==> config.mk <==
export PLATFORM = sky130hd
export DESIGN_NAME = box_closest_point_and_normal_core_flat
export DESIGN_NICKNAME = d
export VERILOG_FILES = /design/src/design/bcpn_pkg.sv /design/src/design/bcpn_req_if.sv /design/src/design/bcpn_rsp_if.sv /design/src/design/box_closest_point_and_normal_core.sv /design/src/flat_wrapper.sv
export SDC_FILE = /design/constraint.sdc
export NUM_CORES = 2
export LEC_CHECK = 0
export BUFFER_PORTS_ARGS = -buffer_cell sky130_fd_sc_hd__buf_2
export CAP_MARGIN = 10
export CORE_MARGIN = 3
export CORE_UTILIZATION = 45
export CTS_BUF_LIST = sky130_fd_sc_hd__clkbuf_16
export DETAILED_ROUTE_END_ITERATION = 8
export PLACE_DENSITY = 0.71
export SLEW_MARGIN = 20
export SYNTH_ARGS = -nofsm -noshare
export SYNTH_HDL_FRONTEND = slang
export SYNTH_SLANG_ARGS = --single-unit
export TNS_END_PERCENT = 100
==> constraint.sdc <==
create_clock -name clock -period 18.2 [get_ports clock]
set_input_delay 1.82 -clock clock [delete_from_list [all_inputs] [get_ports clock]]
set_output_delay 1.82 -clock clock [all_outputs]
set_load 0.05 [all_outputs]
==> src/design/bcpn_pkg.sv <==
// Shared constants and types for the box closest-point and normal block.
package bcpn_pkg;

   // Default coordinate width: signed Q16.16
   localparam int COORD_WIDTH_DEF = 32;

   // Configuration register index width and register indexes
   localparam int CSR_INDEX_WIDTH = 3;

   localparam logic [CSR_INDEX_WIDTH-1:0] REG_LOWER_X = 3'd0;
   localparam logic [CSR_INDEX_WIDTH-1:0] REG_LOWER_Y = 3'd1;
   localparam logic [CSR_INDEX_WIDTH-1:0] REG_LOWER_Z = 3'd2;
   localparam logic [CSR_INDEX_WIDTH-1:0] REG_UPPER_X = 3'd3;
   localparam logic [CSR_INDEX_WIDTH-1:0] REG_UPPER_Y = 3'd4;
   localparam logic [CSR_INDEX_WIDTH-1:0] REG_UPPER_Z = 3'd5;

   // Reset corners: lower 0.0, upper 1.0 in Q16.16 (truncated to the coordinate width)
   localparam logic [63:0] LOWER_RESET = 64'd0;
   localparam logic [63:0] UPPER_RESET = 64'd65536;

   // Face normal codes, in tie-break priority order
   localparam int FACE_WIDTH = 3;

   typedef enum logic [FACE_WIDTH-1:0] {
      FACE_POS_X = 3'd0,
      FACE_POS_Y = 3'd1,
      FACE_POS_Z = 3'd2,
      FACE_NEG_X = 3'd3,
      FACE_NEG_Y = 3'd4,
      FACE_NEG_Z = 3'd5
   } face_type;

   localparam face_type POS_FACE [3] = '{FACE_POS_X, FACE_POS_Y, FACE_POS_Z};
   localparam face_type NEG_FACE [3] = '{FACE_NEG_X, FACE_NEG_Y, FACE_NEG_Z};

endpackage

==> src/design/bcpn_req_if.sv <==
// Query point channel: valid/ready handshake with three signed coordinates.
interface bcpn_req_if import bcpn_pkg::*; #(
   parameter int COORD_WIDTH = COORD_WIDTH_DEF
);
   logic                          valid;
   logic                          ready;
   logic signed [COORD_WIDTH-1:0] query_x;
   logic signed [COORD_WIDTH-1:0] query_y;
   logic signed [COORD_WIDTH-1:0] query_z;

   modport source (output valid, output query_x, output query_y, output query_z,
                   input ready);
   modport sink   (input valid, input query_x, input query_y, input query_z,
                   output ready);
endinterface

==> src/design/bcpn_rsp_if.sv <==
// Result channel: valid/ready handshake with surface point, face normal and inside flag.
interface bcpn_rsp_if import bcpn_pkg::*; #(
   parameter int COORD_WIDTH = COORD_WIDTH_DEF
);
   logic                          valid;
   logic                          ready;
   logic signed [COORD_WIDTH-1:0] near_x;
   logic signed [COORD_WIDTH-1:0] near_y;
   logic signed [COORD_WIDTH-1:0] near_z;
   logic [FACE_WIDTH-1:0]         face_normal;
   logic                          was_inside;

   modport source (output valid, output near_x, output near_y, output near_z,
                   output face_normal, output was_inside, input ready);
   modport sink   (input valid, input near_x, input near_y, input near_z,
                   input face_normal, input was_inside, output ready);
endinterface

==> src/design/box_closest_point_and_normal_core.sv <==
// Closest point on an axis-aligned box surface and the outward normal of its face.
//
//   channel  | direction | handshake        | payload
//   ---------+-----------+------------------+-------------------------------------------
//   req_ch   | in        | valid / ready    | query_x, query_y, query_z
//   rsp_ch   | out       | valid / ready    | near_x, near_y, near_z, face_normal,
//            |           |                  | was_inside
//   csr_*    | in        | csr_we, no wait  | csr_index, csr_wdata (box corners)
//
// One point per cycle sustained while rsp_ch.ready is high; a point passes the query register,
// then the result register, before rsp valid rises. The face search is one compare tree
// between those two registers.
// Reset (synchronous) empties both stages and restores the unit box [0,1]^3.
// A stalled result holds in the result register while the query register still takes one
// more point; req_ch.ready drops only when both are full and rsp_ch.ready is low.
module box_closest_point_and_normal_core import bcpn_pkg::*; #(
   parameter int COORD_WIDTH = COORD_WIDTH_DEF
) (
   input  logic                       clock,
   input  logic                       reset,
   bcpn_req_if.sink                   req_ch,
   bcpn_rsp_if.source                 rsp_ch,
   input  logic                       csr_we,
   input  logic [CSR_INDEX_WIDTH-1:0] csr_index,
   input  logic [COORD_WIDTH-1:0]     csr_wdata
);

   // Offsets and distances need one bit more than a coordinate
   localparam int OW = COORD_WIDTH + 1;

   localparam logic [COORD_WIDTH-1:0] LOWER_RST = COORD_WIDTH'(LOWER_RESET);
   localparam logic [COORD_WIDTH-1:0] UPPER_RST = COORD_WIDTH'(UPPER_RESET);

   // Box corners
   logic signed [COORD_WIDTH-1:0] lo_ff [3];
   logic signed [COORD_WIDTH-1:0] hi_ff [3];

   // Query stage
   logic                          s1_valid_ff;
   logic signed [COORD_WIDTH-1:0] q_ff [3];

   // Result stage
   logic                          s2_valid_ff;
   logic signed [COORD_WIDTH-1:0] near_ff [3];
   face_type                      face_ff;
   logic                          inside_ff;

   // Handshake
   logic req_xfer;
   logic s2_load;

   // Datapath
   logic                          axis_in   [3];
   logic                          inside_in;
   logic signed [COORD_WIDTH-1:0] clamp_lo  [3];
   logic signed [COORD_WIDTH-1:0] clamp_c   [3];
   logic signed [OW-1:0]          key       [6];
   logic signed [OW-1:0]          win01_key, win23_key, win45_key, win03_key;
   face_type                      win01_face, win23_face, win45_face, win03_face;
   face_type                      face_in;
   logic signed [COORD_WIDTH-1:0] near_in   [3];

   // ------------------------------------------------------------------
   // Flow control: the result stage loads when empty or when its transfer
   // completes; the query stage takes a point when empty or when it can pass its own on.
   // ------------------------------------------------------------------
   assign s2_load      = !s2_valid_ff || rsp_ch.ready;
   assign req_ch.ready = !s1_valid_ff || s2_load;
   assign req_xfer     = req_ch.valid && req_ch.ready;

   // ------------------------------------------------------------------
   // Configuration registers; out-of-range indexes drop the write.
   // ------------------------------------------------------------------
   always_ff @(posedge clock) begin
      if (reset) begin
         for (int a = 0; a < 3; a++) begin
            lo_ff[a] <= LOWER_RST;
            hi_ff[a] <= UPPER_RST;
         end
      end else if (csr_we) begin
         unique case (csr_index)
            REG_LOWER_X: lo_ff[0] <= csr_wdata;
            REG_LOWER_Y: lo_ff[1] <= csr_wdata;
            REG_LOWER_Z: lo_ff[2] <= csr_wdata;
            REG_UPPER_X: hi_ff[0] <= csr_wdata;
            REG_UPPER_Y: hi_ff[1] <= csr_wdata;
            REG_UPPER_Z: hi_ff[2] <= csr_wdata;
            default: ;
         endcase
      end
   end

   // ------------------------------------------------------------------
   // Query register
   // ------------------------------------------------------------------
   always_ff @(posedge clock) begin
      if (reset) begin
         s1_valid_ff <= 1'b0;
      end else if (req_ch.ready) begin
         s1_valid_ff <= req_ch.valid;
      end
   end

   always_ff @(posedge clock) begin
      if (req_xfer) begin
         q_ff[0] <= req_ch.query_x;
         q_ff[1] <= req_ch.query_y;
         q_ff[2] <= req_ch.query_z;
      end
   end

   // ------------------------------------------------------------------
   // Face search. Both cases reduce to "largest key, first face wins":
   //   inside:  key = -distance to face  (hi - q for +faces, q - lo for -faces)
   //   outside: key = dot(offset, normal) = +/- (q - clamped)
   // ------------------------------------------------------------------
   always_comb begin
      for (int a = 0; a < 3; a++) begin
         axis_in[a]  = (q_ff[a] >= lo_ff[a]) && (q_ff[a] <= hi_ff[a]);
         // Raise to lower bound first, then cap at upper bound (inverted box gives upper)
         clamp_lo[a] = (q_ff[a] < lo_ff[a]) ? lo_ff[a] : q_ff[a];
         clamp_c[a]  = (clamp_lo[a] > hi_ff[a]) ? hi_ff[a] : clamp_lo[a];
      end
      inside_in = axis_in[0] && axis_in[1] && axis_in[2];

      for (int a = 0; a < 3; a++) begin
         if (inside_in) begin
            key[a]     = OW'(q_ff[a]) - OW'(hi_ff[a]);
            key[a + 3] = OW'(lo_ff[a]) - OW'(q_ff[a]);
         end else begin
            key[a]     = OW'(q_ff[a]) - OW'(clamp_c[a]);
            key[a + 3] = OW'(clamp_c[a]) - OW'(q_ff[a]);
         end
      end

      // Left operand has the lower face index: replace only on strictly greater
      if (key[1] > key[0]) begin
         win01_key = key[1]; win01_face = FACE_POS_Y;
      end else begin
         win01_key = key[0]; win01_face = FACE_POS_X;
      end
      if (key[3] > key[2]) begin
         win23_key = key[3]; win23_face = FACE_NEG_X;
      end else begin
         win23_key = key[2]; win23_face = FACE_POS_Z;
      end
      if (key[5] > key[4]) begin
         win45_key = key[5]; win45_face = FACE_NEG_Z;
      end else begin
         win45_key = key[4]; win45_face = FACE_NEG_Y;
      end
      if (win23_key > win01_key) begin
         win03_key = win23_key; win03_face = win23_face;
      end else begin
         win03_key = win01_key; win03_face = win01_face;
      end
      face_in = (win45_key > win03_key) ? win45_face : win03_face;

      // Inside: snap the chosen axis to its face. Outside: clamped point.
      for (int a = 0; a < 3; a++) begin
         if (!inside_in) begin
            near_in[a] = clamp_c[a];
         end else if (face_in == POS_FACE[a]) begin
            near_in[a] = hi_ff[a];
         end else if (face_in == NEG_FACE[a]) begin
            near_in[a] = lo_ff[a];
         end else begin
            near_in[a] = q_ff[a];
         end
      end
   end

   // ------------------------------------------------------------------
   // Result register
   // ------------------------------------------------------------------
   always_ff @(posedge clock) begin
      if (reset) begin
         s2_valid_ff <= 1'b0;
      end else if (s2_load) begin
         s2_valid_ff <= s1_valid_ff;
      end
   end

   always_ff @(posedge clock) begin
      if (s2_load && s1_valid_ff) begin
         near_ff   <= near_in;
         face_ff   <= face_in;
         inside_ff <= inside_in;
      end
   end

   assign rsp_ch.valid       = s2_valid_ff;
   assign rsp_ch.near_x      = near_ff[0];
   assign rsp_ch.near_y      = near_ff[1];
   assign rsp_ch.near_z      = near_ff[2];
   assign rsp_ch.face_normal = face_ff;
   assign rsp_ch.was_inside  = inside_ff;

   // ------------------------------------------------------------------
   // Assertions
   // ------------------------------------------------------------------
   a_rsp_from_query: assert property (@(posedge clock) disable iff (reset)
      $rose(s2_valid_ff) |-> $past(s1_valid_ff))
      else $error("result became valid without a held query");

   a_query_holds_on_stall: assert property (@(posedge clock) disable iff (reset)
      (s1_valid_ff && !s2_load) |=> (s1_valid_ff && $stable(q_ff[0]) &&
                                     $stable(q_ff[1]) && $stable(q_ff[2])))
      else $error("stalled query was lost or overwritten");

   a_inside_snaps_to_face: assert property (@(posedge clock) disable iff (reset)
      (s2_load && s1_valid_ff && inside_in && face_in == FACE_POS_X) |=>
         (rsp_ch.near_x == $past(hi_ff[0]) && rsp_ch.was_inside))
      else $error("inside point not snapped to the +x face");

   a_outside_within_box: assert property (@(posedge clock) disable iff (reset)
      (s2_load && s1_valid_ff && !inside_in && lo_ff[1] <= hi_ff[1]) |=>
         (rsp_ch.near_y >= $past(lo_ff[1]) && rsp_ch.near_y <= $past(hi_ff[1])))
      else $error("clamped y left the box");

endmodule
==> src/flat_wrapper.sv <==
// flat-port wrapper written by rule: the top's interface ports become plain ports
module box_closest_point_and_normal_core_flat import bcpn_pkg::*;
#(
   parameter int COORD_WIDTH = COORD_WIDTH_DEF
)
  (clock, reset, csr_we, csr_index, csr_wdata, req_ch_valid, req_ch_query_x, req_ch_query_y, req_ch_query_z, req_ch_ready, rsp_ch_valid, rsp_ch_near_x, rsp_ch_near_y, rsp_ch_near_z, rsp_ch_face_normal, rsp_ch_was_inside, rsp_ch_ready);
  bcpn_req_if #(.COORD_WIDTH(COORD_WIDTH)) req_ch_i ();
  bcpn_rsp_if #(.COORD_WIDTH(COORD_WIDTH)) rsp_ch_i ();
  input  logic clock;
  input  logic reset;
  input  logic csr_we;
  input  logic [CSR_INDEX_WIDTH-1:0] csr_index;
  input  logic [COORD_WIDTH-1:0] csr_wdata;
  input wire logic [$bits(req_ch_i.valid)-1:0] req_ch_valid;
  input wire logic [$bits(req_ch_i.query_x)-1:0] req_ch_query_x;
  input wire logic [$bits(req_ch_i.query_y)-1:0] req_ch_query_y;
  input wire logic [$bits(req_ch_i.query_z)-1:0] req_ch_query_z;
  output wire logic [$bits(req_ch_i.ready)-1:0] req_ch_ready;
  output wire logic [$bits(rsp_ch_i.valid)-1:0] rsp_ch_valid;
  output wire logic [$bits(rsp_ch_i.near_x)-1:0] rsp_ch_near_x;
  output wire logic [$bits(rsp_ch_i.near_y)-1:0] rsp_ch_near_y;
  output wire logic [$bits(rsp_ch_i.near_z)-1:0] rsp_ch_near_z;
  output wire logic [$bits(rsp_ch_i.face_normal)-1:0] rsp_ch_face_normal;
  output wire logic [$bits(rsp_ch_i.was_inside)-1:0] rsp_ch_was_inside;
  input wire logic [$bits(rsp_ch_i.ready)-1:0] rsp_ch_ready;
  assign req_ch_i.valid = req_ch_valid;
  assign req_ch_i.query_x = req_ch_query_x;
  assign req_ch_i.query_y = req_ch_query_y;
  assign req_ch_i.query_z = req_ch_query_z;
  assign req_ch_ready = req_ch_i.ready;
  assign rsp_ch_valid = rsp_ch_i.valid;
  assign rsp_ch_near_x = rsp_ch_i.near_x;
  assign rsp_ch_near_y = rsp_ch_i.near_y;
  assign rsp_ch_near_z = rsp_ch_i.near_z;
  assign rsp_ch_face_normal = rsp_ch_i.face_normal;
  assign rsp_ch_was_inside = rsp_ch_i.was_inside;
  assign rsp_ch_i.ready = rsp_ch_ready;
  box_closest_point_and_normal_core #(.COORD_WIDTH(COORD_WIDTH)) u_core (.clock(clock), .reset(reset), .req_ch(req_ch_i), .rsp_ch(rsp_ch_i), .csr_we(csr_we), .csr_index(csr_index), .csr_wdata(csr_wdata));
endmodule
==> out/results.txt <==
Synthesized area per cell -> 8.16 um2
Final Cycle Share -> 96.6%
Slew Limit Fails -> 0
Total CTS buffers -> 49
Synth Register Bits -> 390
Initial Utilization -> 45.6%
Fill count -> 9710
CTS tree -> done
Sequential share of the synthesized area -> 25.1%
Die ar. -> 0.108 mm2
Non-Filler Instances -> 7546
CTS clk-pin slew, worst paths -> 60 ps
Area grow syn2layout -> 14.9%
Synth top area cells -> edfxtp_1, ha_1, a21oi_1
Core area -> 0.102 mm2
Root Driver -> clkbuf_16
Initial antenna violation count -> 23
CP max FO -> 34
Slew @ Worst Pin -> 1430 ps
RR Startpoint -> u_core.q_ff[0][12]$_DFFE_PP_
WL per Instance -> 27.7 um
Commonest non-fill, non-tap cell in the layout -> ha_1
Drt drc -> 0
GRT Overall Usage -> 37.3%
Final ANT Viol Nets -> 0
Max-Cap Viols -> 0
Synth Cell Area -> 0.0466 mm2
CTS Buffer Depth -> 3
Dpl cells -> 7400
CP bufs+invs -> 12
Max stage delay on crit path -> 500 ps
CTS H-tree depth -> 2
RD Place Congestion -> 1.09
Min-delay worst type -> reg -> reg
Clk_skew -> 33.8 ps
Post-synth ARST share -> 0%
Synth area leader -> edfxtp_1
Top cell type's share of synthesized area -> 25.0%
Highest clock rate -> 56.9 MHz
Slowest stage cell, crit path -> or4b_4
Largest net degree at the start of global routing -> 84
Relative max-transition margin -> 3.60%
Final setup vio count -> 0
Cell family with most CP delay -> compound AO/OA/AOI/OAI gates
# rows -> 117
Synth warn -> 0
Worst Setup Start Kind -> register
Die Wd -> 328 um
Hold_buf cts -> 0
First-pass GRT wire length -> 296000 um
CP endpoint kind -> register
Critical Path RT -> 18580 ps
DRT Pass-1 Iters -> 7
Period minus WS final -> 17580 ps
DP Wirelength -> 166000 um
Post-synth EDFFs -> 388
Share of layout cells above drive strength 1 -> 14.9%
Grt ovf -> 0
Syn Nets -> 6489
WS Path Type -> reg -> reg
Synth cell types -> 98
Post-Synthesis Cells -> 5718
1st-iter DRT viols -> 5968
Via-to-Cell Ratio -> 6.34
Final worst slack -> 620 ps
Worst skew pair latency -> 680 ps
Status -> finished clean
Dominant synthesized flop cell -> edfxtp_1
Via count -> 47800
Die height -> 328 um
Arrival time worst endpoint -> 17960 ps
I/O pin cnt -> 238
Pre-CTS setup slack -> 326 ps
Hold Startpoint -> u_core.s1_valid_ff$_SDFFE_PP0N_
Count of input and output buffers -> 237
Clk sinks -> 390
Vias in the first global route -> 44000
Routed wire length -> 209000 um
Commonest cells after routing, fill and taps aside -> ha_1, a21oi_1, nand2_1, inv_1, o21ai_0
Most used cell, CP -> o21a_1
Layout Nets -> 6888
Hold Violations, Final -> 0
Worst Setup SP -> u_core.q_ff[0][12]$_DFFE_PP_
-- metal layers --
metal	vias up	routed length, um	global-route usage [%]
met5	-	175	0.543
met4	14	13300	20.7
met3	517	24000	8.96
met2	2953	87700	55.2
met1	22600	84200	49.7
li1	21700	-	-
-- worst paths after layout --
path              cells after the start                                 end  slack (ps)
setup / recovery                     82  u_core.rsp_ch.near_x[11]$_DFFE_PP_         620
hold / removal                        2    u_core.rsp_ch.valid$_SDFFE_PP0P_         520
setup reg to reg                     82  u_core.rsp_ch.near_x[11]$_DFFE_PP_         620
hold reg to reg                       2    u_core.rsp_ch.valid$_SDFFE_PP0P_         520
-- registers in the layout (all words and copies together) (netlist names) --
| signal | cells |
|---|---|
| u_core.hi_ff | 96 |
| u_core.lo_ff | 96 |
| u_core.q_ff | 96 |
| u_core.rsp_ch.face_normal | 3 |
| u_core.rsp_ch.near_x | 32 |
| u_core.rsp_ch.near_y | 32 |
| u_core.rsp_ch.near_z | 32 |
| u_core.rsp_ch.valid | 1 |
| u_core.rsp_ch.was_inside | 1 |
| u_core.s1_valid_ff | 1 |
-- layout make-up --
type | count | area (um2) | area share (%)
multi-input combinational | 4618 | 32600 | 60.8
sequential | 390 | 11700 | 21.8
timing repair buffer | 596 | 4160 | 7.77
clock buffer | 49 | 1230 | 2.29
inverter | 462 | 1730 | 3.24
tap | 1368 | 1710 | 3.20
antenna | 21 | 52.6 | 0.0981
clock inverter | 42 | 414 | 0.773
-- cell usage after synthesis (all sizes together) (68+ instances only) --
cell and count:
nor2 408, mux2 136, xnor2 215, ha 624
nand2 473, edfxtp 388, o21bai 78, nand2b 68
nor2b 79, nand4 102, and2 91, a31oi 77
nor3 72, clkbuf 192, o21ai 507, xor2 104
inv 462, nand3 176, a21o 221, a21oi 560
-- repair_timing --
item / in CTS / in global routing
endpoints found under the hold margin: 0 / 0
resized for setup: 0 / 90
endpoints found under the setup margin: 0 / 99
buffers inserted: 0 / 31
-- stage by stage --
stage               utilization, %  TNS [ps]  instance area [um2]  hold slack, ps
floorplan                        -         0                46600             478
global placement              50.1         0                51300             499
detailed placement            50.1         0                51300             508
CTS                           51.7         0                52900             518
global route                  52.3     -4860                53500             584
finish                        52.3         0                53600             515
-- cells by family (layout without fill, tap and decap cells) --
| group | count (synthesis) | count (layout) | synth area share, % |
|---|---|---|---|
| AO/OA/AOI/OAI | 1846 | 1846 | 24.5 |
| XOR/XNOR | 319 | 319 | 5.99 |
| adder cells (fa/ha/maj) | 635 | 635 | 17.2 |
| buffers and inverters | 712 | 1149 | 5.91 |
| flip-flops | 390 | 390 | 25.1 |
| multiplexers | 196 | 196 | 4.57 |
| other | 0 | 21 | 0 |
| AND/OR/NAND/NOR | 1620 | 1622 | 16.7 |
-- worst reg2reg max path, delay by kind of cell (launching register included) --
| family | cells | cell delay, ps |
|---|---|---|
| AO/OA/AOI/OAI | 36 | 6730 |
| XOR/XNOR | 1 | 200 |
| adder cells (fa/ha/maj) | 7 | 2110 |
| buffers and inverters | 12 | 2000 |
| flip-flops | 1 | 470 |
| multiplexers | 4 | 1210 |
| AND/OR/NAND/NOR | 22 | 4600 |
Power is not shown: default switching activity piles up to over one toggle a cycle in this logic, so the estimate is an artifact.
